$ cat src/hw/rtl/ealloc_pkg.sv
`timescale 1ns / 1ps
`default_nettype none
// ----------------------------------------------------------------------------
// ealloc_pkg
// Shared constants, command and status codes, and the control/status
// structs exchanged between the allocator controller and datapath.
// ----------------------------------------------------------------------------
package ealloc_pkg;

    // Default number of IDs handed out by the allocator
    localparam int MAX_IDS_DEF = 1024;

    // Field widths of the command and result words
    localparam int CMD_W    = 3;
    localparam int EID_W    = 10;
    localparam int MASK_W   = 64;
    localparam int STATUS_W = 2;
    localparam int ACTIVE_W = 11;

    // Command codes
    localparam logic [CMD_W-1:0] CMD_CREATE  = 3'd0;
    localparam logic [CMD_W-1:0] CMD_DESTROY = 3'd1;
    localparam logic [CMD_W-1:0] CMD_GET     = 3'd2;
    localparam logic [CMD_W-1:0] CMD_SET     = 3'd3;
    localparam logic [CMD_W-1:0] CMD_RESET   = 3'd4;
    localparam logic [CMD_W-1:0] CMD_TEST    = 3'd5;

    // Status codes
    localparam logic [STATUS_W-1:0] STAT_OK      = 2'd0;
    localparam logic [STATUS_W-1:0] STAT_NO_FREE = 2'd1;
    localparam logic [STATUS_W-1:0] STAT_FULL    = 2'd2;

    // Controller to datapath commands
    typedef struct packed {
        logic clear_step;
        logic capture;
        logic execute;
    } ctrl_cmd_t;

    // Datapath to controller status
    typedef struct packed {
        logic clear_done;
    } ctrl_stat_t;

endpackage
`default_nettype wire

$ cat src/hw/rtl/ealloc_ctrl.sv
`timescale 1ns / 1ps
`default_nettype none
// ----------------------------------------------------------------------------
// ealloc_ctrl
// Allocator controller: sequences the mask clearing pass after reset,
// command capture, execution and the result word handshake.
// ----------------------------------------------------------------------------
module ealloc_ctrl (
    input  wire logic                   clk,
    input  wire logic                   rst_n,
    input  wire logic                   req_valid,
    output logic                        req_ready,
    output logic                        rsp_valid,
    input  wire logic                   rsp_ready,
    output ealloc_pkg::ctrl_cmd_t       cmd,
    input  wire ealloc_pkg::ctrl_stat_t stat
);

    localparam logic [1:0] ST_CLEAR = 2'd0;
    localparam logic [1:0] ST_IDLE  = 2'd1;
    localparam logic [1:0] ST_EXEC  = 2'd2;

    logic [1:0] state_reg;
    logic [1:0] state_next;
    logic       out_valid_reg;
    logic       out_valid_next;
    logic       slot_free;

    // Result register can take a new word when empty or being drained
    assign slot_free = !out_valid_reg || rsp_ready;

    // Commands to the datapath
    always_comb
    begin
        cmd            = '0;
        cmd.clear_step = (state_reg == ST_CLEAR);
        cmd.capture    = (state_reg == ST_IDLE) && req_valid;
        cmd.execute    = (state_reg == ST_EXEC) && slot_free;
    end

    // Next state
    always_comb
    begin
        state_next = state_reg;
        case (state_reg)
            ST_CLEAR:
            begin
                if (stat.clear_done)
                begin
                    state_next = ST_IDLE;
                end
            end
            ST_IDLE:
            begin
                if (req_valid)
                begin
                    state_next = ST_EXEC;
                end
            end
            ST_EXEC:
            begin
                if (slot_free)
                begin
                    state_next = ST_IDLE;
                end
            end
            default:
            begin
                state_next = ST_IDLE;
            end
        endcase
    end

    // Result valid: set on execute, drop when taken
    always_comb
    begin
        out_valid_next = out_valid_reg;
        if (cmd.execute)
        begin
            out_valid_next = 1'b1;
        end
        else if (rsp_ready)
        begin
            out_valid_next = 1'b0;
        end
    end

    always_ff @(posedge clk or negedge rst_n)
    begin
        if (!rst_n)
        begin
            state_reg     <= ST_CLEAR;
            out_valid_reg <= 1'b0;
        end
        else
        begin
            state_reg     <= state_next;
            out_valid_reg <= out_valid_next;
        end
    end

    assign req_ready = (state_reg == ST_IDLE);
    assign rsp_valid = out_valid_reg;

endmodule
`default_nettype wire

$ cat config.mk
export PLATFORM = sky130hd
export DESIGN_NAME = ealloc_ctrl
export DESIGN_NICKNAME = d
export VERILOG_FILES = /design/src/hw/rtl/ealloc_pkg.sv /design/src/hw/rtl/ealloc_ctrl.sv
export SDC_FILE = /design/constraint.sdc
export NUM_CORES = 1
export LEC_CHECK = 0
export BUFFER_PORTS_ARGS = -buffer_cell sky130_fd_sc_hd__clkbuf_2
export CAP_MARGIN = 20
export CORE_AREA = 2 2 39 41
export CTS_BUF_LIST = sky130_fd_sc_hd__clkbuf_8 sky130_fd_sc_hd__clkbuf_16
export DETAILED_ROUTE_END_ITERATION = 10
export DIE_AREA = 0 0 41 43
export GPL_TIMING_DRIVEN = 0
export SYNTH_ARGS = -nofsm -noshare
export SYNTH_HDL_FRONTEND = slang
export SYNTH_SLANG_ARGS = --single-unit
$ cat constraint.sdc
create_clock -name clk -period 2.9 [get_ports clk]
set_input_delay 0.435 -clock clk [delete_from_list [all_inputs] [get_ports clk]]
set_output_delay 0.435 -clock clk [all_outputs]
set_load 0.05 [all_outputs]
-- Yosys cells after proc, flatten, opt, wreduce, memory -nomap -nowiden
Index checks and enable logic that the tools add are counted.
- reduce and logical (&&, ||, !) cells: 7
- multiplexer cells: 6
- equality and inequality tests: 5
- operators by type and width (kind ; count):
    $mux 2 ; 3
    $pmux 2 s3 ; 1
    $ne 2x2->1 const B ; 2
    $reduce_and 3->1 ; 1
    $eq 2x1->1 const B ; 1
    $eq 2x2->1 const B ; 1
    $logic_and 1x1->1 ; 2
    $logic_not 2->1 ; 1
    $mux 1 ; 2
    $ne 2x1->1 const B ; 1
    $reduce_bool 2->1 ; 1
    $logic_not 1->1 ; 1
    $logic_or 1x1->1 ; 1
- bits in registers: 3
- logic and storage cells: 20

-- Depth between registers and ports, before layout
- depth in word-level cells: 4
- gate-level depth with buffers: 3

-- Worst setup path before layout
No wires, ideal clock.
- kind: flip-flop to output port
- from: register state_reg[0]
- to: output port cmd[2] (netlist name)
- cell stages (with the launch flop): 2
- buffers on the path: 0
- path slack: 1.404 ns
- arrival: 1.061 ns
- required time: 2.465 ns
- cells stage by stage: dfrtp_1 -> nor2_1
- RTL lines (what ; line ; text):
    from (decl) ; ealloc_ctrl.sv:23 ; logic [1:0] state_reg;
    from (signal assigned) ; ealloc_ctrl.sv:97 ; state_reg <= state_next;
    to (decl) ; ealloc_ctrl.sv:15 ; output ealloc_pkg::ctrl_cmd_t cmd,

==> run summary <==
* **finished layout cell area** 269 µm²
* **nets** 35
* **total routed wirelength** 326 µm
* **drt wl/cell** 7.24 µm
* **number of enable-type register cells in the synthesized netlist** 0
* **final hold violation count** 0
* **height of the die** 43 µm
* **I/O pin cnt** 10
* **Synth area leaders** sky130_fd_sc_hd__dfrtp_1 47%, sky130_fd_sc_hd__and4bb_2 7.9%, sky130_fd_sc_hd__nor3_1 6.3%, sky130_fd_sc_hd__and2b_2 5.5%, sky130_fd_sc_hd__and3b_1 5.5%
* **Clock Skews** 2.08 ps
* **die span in x** 41 µm
* **Synth top cells by count** 3 x sky130_fd_sc_hd__dfrtp_1, 2 x sky130_fd_sc_hd__inv_1, 2 x sky130_fd_sc_hd__nor3_1
* **hold buffers post-CTS** 0
* **sort of element at the end of the critical path** output pin
* **pin count of the biggest net entering global routing** 7
* **Detail Route Antenna Nets** 0
* **Syn Std Cell Area** 159 µm²
* **async set or reset register ratio after synthesis** 1.00
* **distinct cell type count after synthesis** 12
* **number of standard-cell rows in the floorplan** 14
* **count of buffers added by post-CTS timing repair for setup** 0
* **summed negative setup slack over all endpoints** 0 ps
* **Worst Path Class, Setup** flip-flop to output pin
* **number of port buffers** 9
* **share of the yosys chip area belonging to registers** 0.472
* **global placer's final weighted congestion** 0.545
* **cts repair resizes** 0
* **Area growth syn-to-layout** 69.3%
* **worst path arrival time** 1420 ps
* **post-CTS clock slew at the launch and capture registers of the worst setup and hold paths** 30 ps
* **max capacitance violation total** 0
* **result of the run** completed
* **TritonCTS Buffers** 3
* **post-synth top area share** 0.472
* **DR vias** 146
* **most common cell in the synthesized netlist** sky130_fd_sc_hd__dfrtp_1
* **initial core utilization** 0.115
* **GRT Residual Overflow** 0
* **count of final setup violators** 0
* **post-synthesis register bit count** 3
* **number of cells on the worst reg-to-reg path** 2
* **initial antenna violation count** 0
* **worst-margin pin slew** 277 ps
* **CTS Buffer Depth** 2
* **Max Clock Freq** 0.539 GHz
* **CTS H-Tree Depth** 1
* **Avg Cell Area, Syn** 9.93 µm²
* **origin of the worst setup path** state_reg[0]
* **max-slew violation total from the final report** 0
* **core box area** 0.00138 mm²
* **DRC Markers** 0
* **r2r startpoint** state_reg[0]
* **synthesized netlist cell count** 16
* **clock insertion delay at the later pin of the skew report** 210 ps
* **Crit Path Max Fanout** 6
* **all-layer global routing usage** 0.0472
* **Max-slew headroom** 0.816
* **floorplan die area** 0.00176 mm²
* **master cell of the clock root buffer** sky130_fd_sc_hd__clkbuf_8
* **number of global-route vias before repair** 122
* **cell accounting for the most synthesized area** sky130_fd_sc_hd__dfrtp_1
* **final critical-path required period** 1850 ps
* **setup repair after global routing missed its margin** no
* **flip-flop cell with the highest count after synthesis** sky130_fd_sc_hd__dfrtp_1
* **synthesis warning total** 0
* **Sinks on Clock Net** 3
* **layout cell share with drive strength beyond 1** 0.552
* **syn_nets** 21
* **Hold Path Class** primary input to asynchronous set/reset pin
* **wire length of the first global-routing pass** 448 µm
* **required time worst endpoint** 2470 ps
* **post-detailed-placement cell area** 224 µm²
* **clock tree from TritonCTS** built
* **part of the cycle the worst path needs** 0.640
* **total iterations of the first detailed-routing run** 1
* **number of inserted diodes** 0
* **via/cell ratio** 3.24
* **DRT iter0 DRCs** 0
* **flip-flop count of the largest register, all copies and words added** 2
* **startpoint kind of the worst setup timing path** flip-flop
-- logic make-up (layout without fill, tap and decap cells) --
kind of cell	count (synthesis)	in the layout	synth area share
and+or+nand+nor	8	8	0.370
DFF	3	3	0.472
buffers and inverters	3	16	0.0945
AOI/OAI and AO/OA	2	2	0.0629
-- critical path, cell delays in order (launching register included) --
cell	delay [ps]
sky130_fd_sc_hd__dfrtp_1	410
sky130_fd_sc_hd__or2b_2	310
sky130_fd_sc_hd__a21oi_1	120
sky130_fd_sc_hd__buf_4	110
sky130_fd_sc_hd__clkbuf_2	260
-- routing by layer --
| metal | share of wire | GRT usage |
|---|---|---|
| met4 | 0 | 0.0600 |
| met1 | 0.41 | 0.0289 |
| met3 | 0.10 | 0.0471 |
| met2 | 0.48 | 0.0625 |
| met5 | 0 | 0 |
-- layout by cell type (no fill, tap or decap) --
| cell type | count |
|---|---|
| sky130_fd_sc_hd__dfrtp_1 | 3 |
| sky130_fd_sc_hd__o21ai_0 | 1 |
| sky130_fd_sc_hd__nor2_1 | 1 |
| sky130_fd_sc_hd__or2b_2 | 1 |
| sky130_fd_sc_hd__a21oi_1 | 1 |
| sky130_fd_sc_hd__nor3_1 | 2 |
| sky130_fd_sc_hd__and2b_2 | 1 |
| sky130_fd_sc_hd__clkbuf_8 | 3 |
| sky130_fd_sc_hd__and3b_1 | 1 |
| sky130_fd_sc_hd__inv_1 | 3 |
| sky130_fd_sc_hd__buf_4 | 1 |
| sky130_fd_sc_hd__clkbuf_2 | 9 |
| sky130_fd_sc_hd__and4bb_2 | 1 |
| sky130_fd_sc_hd__or2_1 | 1 |
-- final cells by class --
cell class                      instances  area (µm²)
Multi-Input combinational cell         10        68.8
Tap cell                               16        20.0
Clock buffer                            3        41.3
Buffer                                  1        7.51
Inverter                                2        7.51
Timing Repair Buffer                    9        45.0
Clock inverter                          1        3.75
Fill cell                             164        1110
Sequential cell                         3        75.1
-- stage by stage --
stage / instances / setup WS, ps / hold slack [ps] / utilization
2_1_floorplan: 16 / 1400 / 139 / -
3_3_place_gp: 41 / 1270 / 233 / 0.162
3_5_place_dp: 41 / 1260 / 234 / 0.162
4_1_cts: 45 / 1030 / 5.02 / 0.194
5_1_grt: 45 / 959 / 2.89 / 0.194
6_report: 45 / 1050 / 8.70 / 0.194
-- final timing paths --
check	endpoint	slack, ps
min in group clk	rsp_valid	460
max in group asynchronous	state_reg[1]	2780
worst max register to register	state_reg[1]	1930
worst min register to register	rsp_valid	560
worst min-delay path	rsp_valid	9
worst max-delay path	cmd[0]	1050
Power is left out: the tool's default activity adds up to more than one toggle a clock period on the data nets, which glitch-free logic cannot reach.
